**src/qeas_pkg.sv**
```systemverilog
`timescale 1ns / 1ps

package qeas_pkg;

    localparam int NORMAL_WIDTH_DEF = 16;
    localparam int COEF_WIDTH_DEF   = 64;
    localparam int VFRAC            = 14;
    localparam int THRESH_SHIFT     = 44;
    localparam int DIV_STEPS        = 32;
    localparam int UPC_W            = 6;
    localparam int PADDR_W          = 3;

    // register index, taken from paddr[2]
    localparam logic REG_THRESH = 1'b0;
    localparam logic [31:0] THRESH_RESET = 32'd1;

    typedef enum logic [3:0] {
        S_IDLE,
        S_MUL,
        S_ADD,
        S_FETCH,
        S_MLOAD,
        S_MSTEP,
        S_MSTORE,
        S_DLOAD,
        S_DSTEP,
        S_DSTORE,
        S_FIN
    } t_state;

    typedef enum logic [4:0] {
        A_S0, A_S1, A_S2, A_S3, A_S4, A_S5, A_S6, A_S7, A_S8, A_S9,
        A_C00, A_C01, A_C02, A_C11, A_C12, A_C22, A_TMP
    } t_asel;

    typedef enum logic [3:0] {
        B_S0, B_S1, B_S2, B_S3, B_S4, B_S5, B_S6, B_S7, B_S8, B_S9,
        B_X, B_Y, B_Z, B_ONE
    } t_bsel;

    typedef enum logic [1:0] {SH_0, SH_1, SH_15, SH_28} t_shsel;

    typedef enum logic [1:0] {INIT_ZERO, INIT_KEEP, INIT_E} t_init;

    typedef enum logic [3:0] {
        D_NONE, D_C00, D_C01, D_C02, D_C11, D_C12, D_C22,
        D_DET, D_NUM, D_TMP, D_E, D_X, D_Y, D_Z
    } t_dst;

    typedef enum logic [1:0] {K_MAC, K_DIV, K_END} t_kind;

    typedef struct packed {
        t_kind  kind;
        t_asel  a;
        t_bsel  b;
        logic   sub;
        t_shsel sh;
        t_init  init;
        t_dst   dst;
    } t_uop;

    typedef struct packed {
        logic accept;
        logic mul;
        logic add;
        logic mac_load;
        logic mac_step;
        logic mac_last;
        logic mac_store;
        logic div_load;
        logic div_step;
        logic div_first;
        logic div_store;
        logic out_load;
        t_uop uop;
    } t_cmd;

    typedef struct packed {
        logic last;
    } t_stat;

    function automatic t_uop mk(input t_kind kind, input t_asel a, input t_bsel b,
                                input logic sub, input t_shsel sh, input t_init init,
                                input t_dst dst);
        t_uop u;
        u.kind = kind;
        u.a    = a;
        u.b    = b;
        u.sub  = sub;
        u.sh   = sh;
        u.init = init;
        u.dst  = dst;
        return u;
    endfunction

    // solve sequence: cofactors, determinant, numerators with divides, error terms
    function automatic t_uop uop_at(input logic [UPC_W-1:0] pc);
        t_uop u;
        unique case (pc)
            6'd0:  u = mk(K_MAC, A_S4,  B_S7,  1'b0, SH_0,  INIT_ZERO, D_NONE);
            6'd1:  u = mk(K_MAC, A_S5,  B_S5,  1'b1, SH_0,  INIT_KEEP, D_C00);
            6'd2:  u = mk(K_MAC, A_S2,  B_S5,  1'b0, SH_0,  INIT_ZERO, D_NONE);
            6'd3:  u = mk(K_MAC, A_S1,  B_S7,  1'b1, SH_0,  INIT_KEEP, D_C01);
            6'd4:  u = mk(K_MAC, A_S1,  B_S5,  1'b0, SH_0,  INIT_ZERO, D_NONE);
            6'd5:  u = mk(K_MAC, A_S2,  B_S4,  1'b1, SH_0,  INIT_KEEP, D_C02);
            6'd6:  u = mk(K_MAC, A_S0,  B_S7,  1'b0, SH_0,  INIT_ZERO, D_NONE);
            6'd7:  u = mk(K_MAC, A_S2,  B_S2,  1'b1, SH_0,  INIT_KEEP, D_C11);
            6'd8:  u = mk(K_MAC, A_S1,  B_S2,  1'b0, SH_0,  INIT_ZERO, D_NONE);
            6'd9:  u = mk(K_MAC, A_S0,  B_S5,  1'b1, SH_0,  INIT_KEEP, D_C12);
            6'd10: u = mk(K_MAC, A_S0,  B_S4,  1'b0, SH_0,  INIT_ZERO, D_NONE);
            6'd11: u = mk(K_MAC, A_S1,  B_S1,  1'b1, SH_0,  INIT_KEEP, D_C22);
            6'd12: u = mk(K_MAC, A_C00, B_S0,  1'b0, SH_0,  INIT_ZERO, D_NONE);
            6'd13: u = mk(K_MAC, A_C01, B_S1,  1'b0, SH_0,  INIT_KEEP, D_NONE);
            6'd14: u = mk(K_MAC, A_C02, B_S2,  1'b0, SH_0,  INIT_KEEP, D_DET);
            6'd15: u = mk(K_MAC, A_C00, B_S3,  1'b1, SH_0,  INIT_ZERO, D_NONE);
            6'd16: u = mk(K_MAC, A_C01, B_S6,  1'b1, SH_0,  INIT_KEEP, D_NONE);
            6'd17: u = mk(K_MAC, A_C02, B_S8,  1'b1, SH_0,  INIT_KEEP, D_NUM);
            6'd18: u = mk(K_DIV, A_TMP, B_ONE, 1'b0, SH_0,  INIT_ZERO, D_X);
            6'd19: u = mk(K_MAC, A_C01, B_S3,  1'b1, SH_0,  INIT_ZERO, D_NONE);
            6'd20: u = mk(K_MAC, A_C11, B_S6,  1'b1, SH_0,  INIT_KEEP, D_NONE);
            6'd21: u = mk(K_MAC, A_C12, B_S8,  1'b1, SH_0,  INIT_KEEP, D_NUM);
            6'd22: u = mk(K_DIV, A_TMP, B_ONE, 1'b0, SH_0,  INIT_ZERO, D_Y);
            6'd23: u = mk(K_MAC, A_C02, B_S3,  1'b1, SH_0,  INIT_ZERO, D_NONE);
            6'd24: u = mk(K_MAC, A_C12, B_S6,  1'b1, SH_0,  INIT_KEEP, D_NONE);
            6'd25: u = mk(K_MAC, A_C22, B_S8,  1'b1, SH_0,  INIT_KEEP, D_NUM);
            6'd26: u = mk(K_DIV, A_TMP, B_ONE, 1'b0, SH_0,  INIT_ZERO, D_Z);
            6'd27: u = mk(K_MAC, A_S0,  B_X,   1'b0, SH_0,  INIT_ZERO, D_TMP);
            6'd28: u = mk(K_MAC, A_TMP, B_X,   1'b0, SH_0,  INIT_ZERO, D_E);
            6'd29: u = mk(K_MAC, A_S4,  B_Y,   1'b0, SH_0,  INIT_ZERO, D_TMP);
            6'd30: u = mk(K_MAC, A_TMP, B_Y,   1'b0, SH_0,  INIT_E,    D_E);
            6'd31: u = mk(K_MAC, A_S7,  B_Z,   1'b0, SH_0,  INIT_ZERO, D_TMP);
            6'd32: u = mk(K_MAC, A_TMP, B_Z,   1'b0, SH_0,  INIT_E,    D_E);
            6'd33: u = mk(K_MAC, A_S1,  B_X,   1'b0, SH_0,  INIT_ZERO, D_TMP);
            6'd34: u = mk(K_MAC, A_TMP, B_Y,   1'b0, SH_1,  INIT_E,    D_E);
            6'd35: u = mk(K_MAC, A_S2,  B_X,   1'b0, SH_0,  INIT_ZERO, D_TMP);
            6'd36: u = mk(K_MAC, A_TMP, B_Z,   1'b0, SH_1,  INIT_E,    D_E);
            6'd37: u = mk(K_MAC, A_S5,  B_Y,   1'b0, SH_0,  INIT_ZERO, D_TMP);
            6'd38: u = mk(K_MAC, A_TMP, B_Z,   1'b0, SH_1,  INIT_E,    D_E);
            6'd39: u = mk(K_MAC, A_S3,  B_X,   1'b0, SH_15, INIT_E,    D_E);
            6'd40: u = mk(K_MAC, A_S6,  B_Y,   1'b0, SH_15, INIT_E,    D_E);
            6'd41: u = mk(K_MAC, A_S8,  B_Z,   1'b0, SH_15, INIT_E,    D_E);
            6'd42: u = mk(K_MAC, A_S9,  B_ONE, 1'b0, SH_28, INIT_E,    D_E);
            default: u = mk(K_END, A_TMP, B_ONE, 1'b0, SH_0, INIT_ZERO, D_NONE);
        endcase
        return u;
    endfunction

endpackage

```
**src/qeas_ctrl.sv**
```systemverilog
`timescale 1ns / 1ps

module qeas_ctrl #(
    parameter int COEF_WIDTH = qeas_pkg::COEF_WIDTH_DEF
) (
    input  logic             i_clk,
    input  logic             i_rst_n,
    input  logic             i_in_valid,
    output logic             o_in_stall,
    output logic             o_out_valid,
    input  logic             i_out_stall,
    input  qeas_pkg::t_stat  i_stat,
    output qeas_pkg::t_cmd   o_cmd
);

    localparam int CNT_W = $clog2(COEF_WIDTH);
    localparam logic [CNT_W-1:0] MAC_LAST = CNT_W'(COEF_WIDTH - 1);
    localparam logic [CNT_W-1:0] DIV_LAST = CNT_W'(qeas_pkg::DIV_STEPS - 1);

    qeas_pkg::t_state r_state, n_state;
    logic [qeas_pkg::UPC_W-1:0] r_pc, n_pc;
    logic [CNT_W-1:0] r_cnt, n_cnt;
    logic r_ovalid, n_ovalid;
    qeas_pkg::t_cmd cmd;

    always_ff @(posedge i_clk) begin
        if (!i_rst_n) begin
            r_state  <= qeas_pkg::S_IDLE;
            r_pc     <= '0;
            r_cnt    <= '0;
            r_ovalid <= 1'b0;
        end else begin
            r_state  <= n_state;
            r_pc     <= n_pc;
            r_cnt    <= n_cnt;
            r_ovalid <= n_ovalid;
        end
    end

    always_comb begin
        n_state  = r_state;
        n_pc     = r_pc;
        n_cnt    = r_cnt;
        n_ovalid = r_ovalid && i_out_stall;
        cmd      = '0;
        cmd.uop  = qeas_pkg::uop_at(r_pc);
        unique case (r_state)
            qeas_pkg::S_IDLE: begin
                if (i_in_valid) begin
                    cmd.accept = 1'b1;
                    n_state    = qeas_pkg::S_MUL;
                end
            end
            qeas_pkg::S_MUL: begin
                cmd.mul = 1'b1;
                n_state = qeas_pkg::S_ADD;
            end
            qeas_pkg::S_ADD: begin
                cmd.add = 1'b1;
                if (i_stat.last) begin
                    n_pc    = '0;
                    n_state = qeas_pkg::S_FETCH;
                end else begin
                    n_state = qeas_pkg::S_IDLE;
                end
            end
            qeas_pkg::S_FETCH: begin
                unique case (cmd.uop.kind)
                    qeas_pkg::K_MAC: n_state = qeas_pkg::S_MLOAD;
                    qeas_pkg::K_DIV: n_state = qeas_pkg::S_DLOAD;
                    default:         n_state = qeas_pkg::S_FIN;
                endcase
            end
            qeas_pkg::S_MLOAD: begin
                cmd.mac_load = 1'b1;
                n_cnt        = '0;
                n_state      = qeas_pkg::S_MSTEP;
            end
            qeas_pkg::S_MSTEP: begin
                cmd.mac_step = 1'b1;
                cmd.mac_last = (r_cnt == MAC_LAST);
                if (r_cnt == MAC_LAST) begin
                    n_state = qeas_pkg::S_MSTORE;
                end else begin
                    n_cnt = r_cnt + 1'b1;
                end
            end
            qeas_pkg::S_MSTORE: begin
                cmd.mac_store = 1'b1;
                n_pc          = r_pc + 1'b1;
                n_state       = qeas_pkg::S_FETCH;
            end
            qeas_pkg::S_DLOAD: begin
                cmd.div_load = 1'b1;
                n_cnt        = '0;
                n_state      = qeas_pkg::S_DSTEP;
            end
            qeas_pkg::S_DSTEP: begin
                cmd.div_step  = 1'b1;
                cmd.div_first = (r_cnt == '0);
                if (r_cnt == DIV_LAST) begin
                    n_state = qeas_pkg::S_DSTORE;
                end else begin
                    n_cnt = r_cnt + 1'b1;
                end
            end
            qeas_pkg::S_DSTORE: begin
                cmd.div_store = 1'b1;
                n_pc          = r_pc + 1'b1;
                n_state       = qeas_pkg::S_FETCH;
            end
            qeas_pkg::S_FIN: begin
                if (!r_ovalid || !i_out_stall) begin
                    cmd.out_load = 1'b1;
                    n_ovalid     = 1'b1;
                    n_state      = qeas_pkg::S_IDLE;
                end
            end
            default: n_state = qeas_pkg::S_IDLE;
        endcase
    end

    assign o_cmd       = cmd;
    assign o_in_stall  = (r_state != qeas_pkg::S_IDLE);
    assign o_out_valid = r_ovalid;

    a_accept_to_mul: assert property (@(posedge i_clk) disable iff (!i_rst_n)
        (i_in_valid && !o_in_stall) |=> (r_state == qeas_pkg::S_MUL))
        else $error("accepted plane did not move to multiply");

    a_load_free: assert property (@(posedge i_clk) disable iff (!i_rst_n)
        cmd.out_load |-> (!r_ovalid || !i_out_stall))
        else $error("result overwritten before taken");

    a_mac_cnt: assert property (@(posedge i_clk) disable iff (!i_rst_n)
        (r_state == qeas_pkg::S_MSTEP) |-> (r_cnt <= MAC_LAST))
        else $error("multiply counter out of range");

    a_div_cnt: assert property (@(posedge i_clk) disable iff (!i_rst_n)
        (r_state == qeas_pkg::S_DSTEP) |-> (r_cnt <= DIV_LAST))
        else $error("divide counter out of range");

endmodule

```
**config.mk**
```make
export PLATFORM = sky130hd
export DESIGN_NAME = qeas_ctrl
export DESIGN_NICKNAME = d
export VERILOG_FILES = /design/src/qeas_pkg.sv /design/src/qeas_ctrl.sv
export SDC_FILE = /design/constraint.sdc
export NUM_CORES = 1
export LEC_CHECK = 0
export ABC_AREA = 0
export ABC_CLOCK_PERIOD_IN_PS = 3100
export BUFFER_PORTS_ARGS = -buffer_cell sky130_fd_sc_hd__buf_2
export CORE_ASPECT_RATIO = 2
export CORE_UTILIZATION = 52
export DETAILED_ROUTE_END_ITERATION = 10
export GPL_ROUTABILITY_DRIVEN = 1
export PLACE_DENSITY = 0.82
export SETUP_SLACK_MARGIN = 0.2
export SLEW_MARGIN = 10
export SYNTH_ARGS = -nofsm -noshare
export SYNTH_HDL_FRONTEND = slang
export SYNTH_SLANG_ARGS = --single-unit
```
**constraint.sdc**
```tcl
create_clock -name i_clk -period 3.1 [get_ports i_clk]
set_input_delay 0.775 -clock i_clk [delete_from_list [all_inputs] [get_ports i_clk]]
set_output_delay 0.775 -clock i_clk [all_outputs]
set_load 0.02 [all_outputs]
```
# Word-level counts from Yosys, hierarchy flattened
# Memory sizes are Yosys's and may differ from the RTL's. A register that Yosys moved wholly into a read port is not among the register bits.
# Index checks and enable logic that the tools add are counted.
[totals]
register_bits = 17
rom_bits = 1280
input_bits = 5
out_inout_bits = 34
word_cells = 70
memories = 1
[op_classes]
add_sub_neg = 2
n_eq_ne = 20
muxes = 28
n_reduce_logical = 15
[memory_table]
columns = ["memory", "words", "width", "read_ports", "rd_clocked_by_memory_dff", "wr", "line_no", "source"]
rows = [
  ["(name not given)", 64, 20, 1, 1, 0, "qeas_pkg.sv:99", "unique case (pc)"],
]
[ops]
columns = ["operator", "n"]
rows = [
  ["$pmux 4 s10", 1],
  ["$mux 6", 5],
  ["$pmux 6 s3", 1],
  ["$eq 4x3->1 const B", 4],
  ["$mux 4", 4],
  ["$ne 2x2->1 const B", 7],
  ["$add 6x1->6 const B", 2],
  ["$eq 4x4->1 const B", 3],
  ["$mux 1", 12],
  ["$pmux 6 s2", 1],
  ["$eq 4x2->1 const B", 2],
  ["$pmux 4 s2", 1],
  ["$eq 6x5->1 const B", 1],
  ["$eq 6x6->1 const B", 1],
  ["$logic_not 6->1", 1],
  ["$mux 2", 3],
  ["$eq 4x1->1 const B", 1],
  ["$logic_not 4->1", 1],
  ["$reduce_and 4->1", 1],
  ["$reduce_bool 4->1", 1],
  ["$reduce_or 2->1", 2],
  ["$reduce_and 3->1", 1],
  ["$reduce_bool 3->1", 1],
  ["$eq 2x1->1 const B", 1],
  ["other kinds (6)", 7],
]

# Longest topological paths before layout
[depth]
depth_word = 6
ltp_mapped = 13
ltp_nobuf = 11

# Worst setup path before layout
# No wires, ideal clock.
[synth_path]
kind = "input-to-reg"
start = "input i_stat"
end = "register, netlist name o_cmd[9]"
arrival_ns = 2.600
required_ns = 2.978
path_slack_ns = 0.378
stages = 10
path_buffers = 1
path_cell_list = "nor2_1 o31a_1 a22o_1 and2_1 inv_1 ha_1 clkbuf_1 a211oi_1 a211oi_1 o32a_1"
[synth_between]
elab_chain_cells = 4
[synth_rtl]
columns = ["element", "line_no", "source"]
rows = [
  ["start, declared", "qeas_ctrl.sv:12", "input qeas_pkg::t_stat i_stat,"],
  ["$ne 2x2->1 (no line)", "-", ""],
  ["$reduce_and 2->1 (no line)", "-", ""],
  ["$mux 6 (no line) (2 in series)", "-", ""],
]
# No other way between the ends.
# A chain may end at the register's enable or synchronous reset.

# Final worst setup path
[layout_path]
start = "register r_state[3]"
end = "register, netlist name o_cmd[0]"
[layout_between]
elab_chain_cells = 6
word_cells_on_any_way = 10
classes_between = "4 x eq/ne; 3 x mux; 3 x reduce/logical"
[layout_rtl]
columns = ["element", "line_no", "source"]
rows = [
  ["start, declared", "qeas_ctrl.sv:20", "qeas_pkg::t_state r_state, n_state;"],
  ["start signal, assigned", "qeas_ctrl.sv:28", "r_state <= qeas_pkg::S_IDLE;"],
  ["start signal, assigned", "qeas_ctrl.sv:33", "r_state <= n_state;"],
  ["$eq 4x4->1 or $eq 4x3->1 (tied branches)", "qeas_ctrl.sv:47", "unique case (r_state)"],
  ["$reduce_or 2->1 (no line)", "-", ""],
  ["$reduce_bool 2->1 (no line)", "-", ""],
  ["$reduce_and 2->1 (no line)", "-", ""],
  ["$mux 6 (no line) (*) (2 in series)", "-", ""],
]
# Mark *: on every way between the ends. The rest lies on a longest branch, timed or not.

==> impl_summary.txt <==
----------------------------------------------------
[Logic synthesis]
  Post-Synthesis Net Count ... 340
  Flip-flop and latch count after synthesis ... 37
  Synth Instances ... 327
  Number of distinct library cells after synthesis ... 66
  Post-synthesis sequential area ratio ... 0.294
  Number of synthesis warnings ... 0
  Netlist area before placement ... 2520 sq um
  Most instantiated flip-flop cell in the synthesis netlist ... dfxtp_1
  Count of flip-flops with a built-in enable after synthesis ... 0
  Share of synthesized flip-flops with an asynchronous set or reset ... 0
  Post-Synthesis Mean Instance Area ... 7.71 sq um

[Die]
  Die area ... 5150 sq um
  Placeable core region ... 4640 sq um
  Number of placement rows ... 35
  Boundary pin count ... 39
  Die height ... 100 microns
  Width of the die ... between 50 and 60 microns
  Initial Utilization ... 0.543

[Routing]
  Vias per std cell ... ~6.4
  Post-detailed-route DRC marker count ... 0
  Final wirelength ... 7.96 mm
  Antenna-violating nets left ... 0
  Number of vias in the routed layout ... between 2k and 3k
  First-iteration detailed-routing DRC count ... 88
  Pre-Repair DR Iteration Count ... 7
  Post-DR wirelength/cell ... 18.5 microns

[Timing]
  Final cycle utilization of the critical path ... 0.915
  Final critical-path setup slack ... approximately 0.26 ns
  Total negative slack ... 0 ns
  Hold slack final ... 0.512 ns
  Remaining max-slew budget at the tightest pin ... 0.669
  Maximum achievable frequency ... 0.353 GHz
  Final Hold Viols ... 0
  Final critical path time including I/O delays and setup ... about 2.8 ns
  Slew at the pin closest to its max-slew limit ... 0.496 ns
  Clock skew after layout ... slightly above 0.007 ns
  RSZ-0062 raised after global routing ... no
  Total count of max-transition violations in the final report ... 0
  Final-report setup violation count ... 0

[CTS]
  Clk Latency, worst-skew pair ... 0.30 ns
  TritonCTS clock tree ... yes
  Clock-pin slew on the worst setup and hold paths ... 0.08 ns
  Bufs on Longest Clock Path ... 2
  Number of buffers inserted during clock tree synthesis ... 5
  Clock H-tree levels ... 2
  Root buffer cell ... clkbuf_8
  Number of hold-repair buffers added at the cts stage ... 0
  Clock sinks ... 37

[Place]
  Placed cell count ... between 400 and 500
  Port-buffer cells ... 38
  Placed wire-length estimate ... 5.73 mm
  Post-placement setup slack ... 0.0227 ns
  GPL Wtd Cong ... 0.938

[Final layout]
  Number of antenna repair diodes ... 0
  Share of layout cells above drive strength 1 ... 0.253
  Leading cell types in the layout, fill and taps excluded ... nor2_1, buf_2, dfxtp_1
  Net count reported at finish ... 387
  Number of standard cells in the final layout excluding fillers ... 430
  Most common cell after layout, fill and taps aside ... nor2_1
  Area Growth Syn to Fin ... 19.2%

[Job]
  Number of maximum-capacitance constraint violations ... 0

[Pwr]
  Total power after layout ... 0.00111 W
  Power Dens Cells ... 370 nW/um^2
  Leakage power figure ... 1.32 nW
  VDD IR max ... 420 uV

[Global route]
  Initial antenna violation count ... 0
  Vias in the first global route ... 2675
  GRT Util Overall ... 0.321
  Global-route wire length before repair ... 12.4 mm
  Grt total ovfl ... 0
  Maximum number of pins on one net before global-route repair ... 22

[Setup path]
  Required time of the worst setup path ... 3.30 ns
  Biggest fanout along the worst timing path ... 7
  Startpoint-to-endpoint class of the critical path ... flop to flop
  Type of element launching the critical path ... flop
  Arrival @ worst endpoint ... 3.03 ns
  Element type at the critical path end ... flop

[Outcome]
  Result of the run ... completed

[Worst hold path]
  Min-delay worst type ... flop to flop

----------------------------------------------------
## state kept, by name (all words and copies together) (netlist names)
| register | flops |
|---|---|
| r_cnt | 6 |
| r_pc | 6 |
| o_out_valid | 1 |
| r_state | 4 |
| o_cmd | 20 |
## cells by family (layout without fill, tap and decap cells)
logic type / count (synthesis) / after routing / synth area share
muxes: 8 / 8 / 0.0387
DFF: 37 / 37 / 0.294
and+or+nand+nor: 122 / 122 / 0.251
buffers and inverters: 41 / 89 / 0.0769
AOI/OAI and AO/OA: 102 / 102 / 0.268
adders and majority gates: 8 / 8 / 0.0397
xor gates and xnor gates: 9 / 9 / 0.0312
## what timing repair did
action / 4_1_cts / 5_1_grt
buffers inserted: 0 / 2
resized for setup: 0 / 7
endpoints found under the setup margin: 0 / 7
## power by group
group / switching, W / internal [W] / total [W] / leakage [nW]
Clock: 0.000195 / 0.000324 / 0.000519 / 0.0687
Combinational: 0.0000646 / 0.0000426 / 0.000107 / 0.949
Sequential: 0.00000831 / 0.000480 / 0.000488 / 0.300
Total: 0.000268 / 0.000846 / 0.00111 / 1.32
## Yosys cell counts, types with 3 or more instances
cell type,count,share of area
o32a_1,3,0.012
clkbuf_1,10,0.015
nand2b_1,3,0.0074
a211oi_1,6,0.018
xnor2_1,5,0.017
a21boi_0,3,0.0089
xor2_1,4,0.014
buf_2,10,0.020
nor3_1,9,0.018
ha_1,8,0.040
a21o_1,3,0.0089
nand4_1,3,0.0074
inv_1,12,0.018
a21oi_1,22,0.044
and3_1,5,0.012
inv_2,3,0.0045
a31oi_1,4,0.0099
mux2i_1,5,0.020
dfxtp_1,37,0.29
o22ai_1,5,0.012
nand2_1,27,0.040
nor2_1,45,0.067
and2_1,4,0.0099
buf_6,3,0.013
o21ai_0,22,0.044
o221ai_1,3,0.010
nand3_1,10,0.020
o21bai_1,4,0.012
o211ai_1,5,0.015
## final cells by class
| cell class | count | area, sq um |
|---|---|---|
| fillers | 435 | 1630 |
| multi-input cells | 249 | 1600 |
| flip-flops and latches | 37 | 744 |
| repair buffers | 64 | 385 |
| clock buffers | 5 | 68.8 |
| clock inverters | 3 | 68.8 |
| inverters | 17 | 68.8 |
| well taps | 55 | 68.8 |
## worst max-delay path: stages, from the launching register on
cell and delay [ns]:
dfxtp_2 0.43, and4bb_2 0.31, nand2b_1 0.28, a22o_1 0.35
and2_1 0.24, ha_1 0.22, buf_4 0.17, nand2_1 0.14
a21boi_0 0.23, o21bai_1 0.10, a32o_1 0.27
## routing by layer
layer / up-vias / wire, microns / global-route usage
li1: 1273 / - / -
met4: 0 / 537 / 0.237
met1: 1267 / 2670 / 0.296
met5: - / 0 / 0
met2: 143 / 4290 / 0.594
met3: 60 / 458 / 0.0558
## path summary, 6_finish.rpt
kind | from | end | slack (ns) | cells past startpoint
hold / removal | o_out_valid | o_out_valid | 0.51 | 2
hold reg to reg | o_out_valid | o_out_valid | 0.51 | 2
setup / recovery | r_state[3] | o_cmd[0] | 0.26 | 10
setup reg to reg | r_state[3] | o_cmd[0] | 0.26 | 10
## per-stage QoR
step           area [sq um]  utilization
2_1_floorplan          2520            -
3_3_place_gp           2840        0.611
3_5_place_dp           2840        0.611
4_1_cts                2970        0.641
5_1_grt                3010        0.648
6_report               3010        0.648
Power figures use the tool's default switching activity.
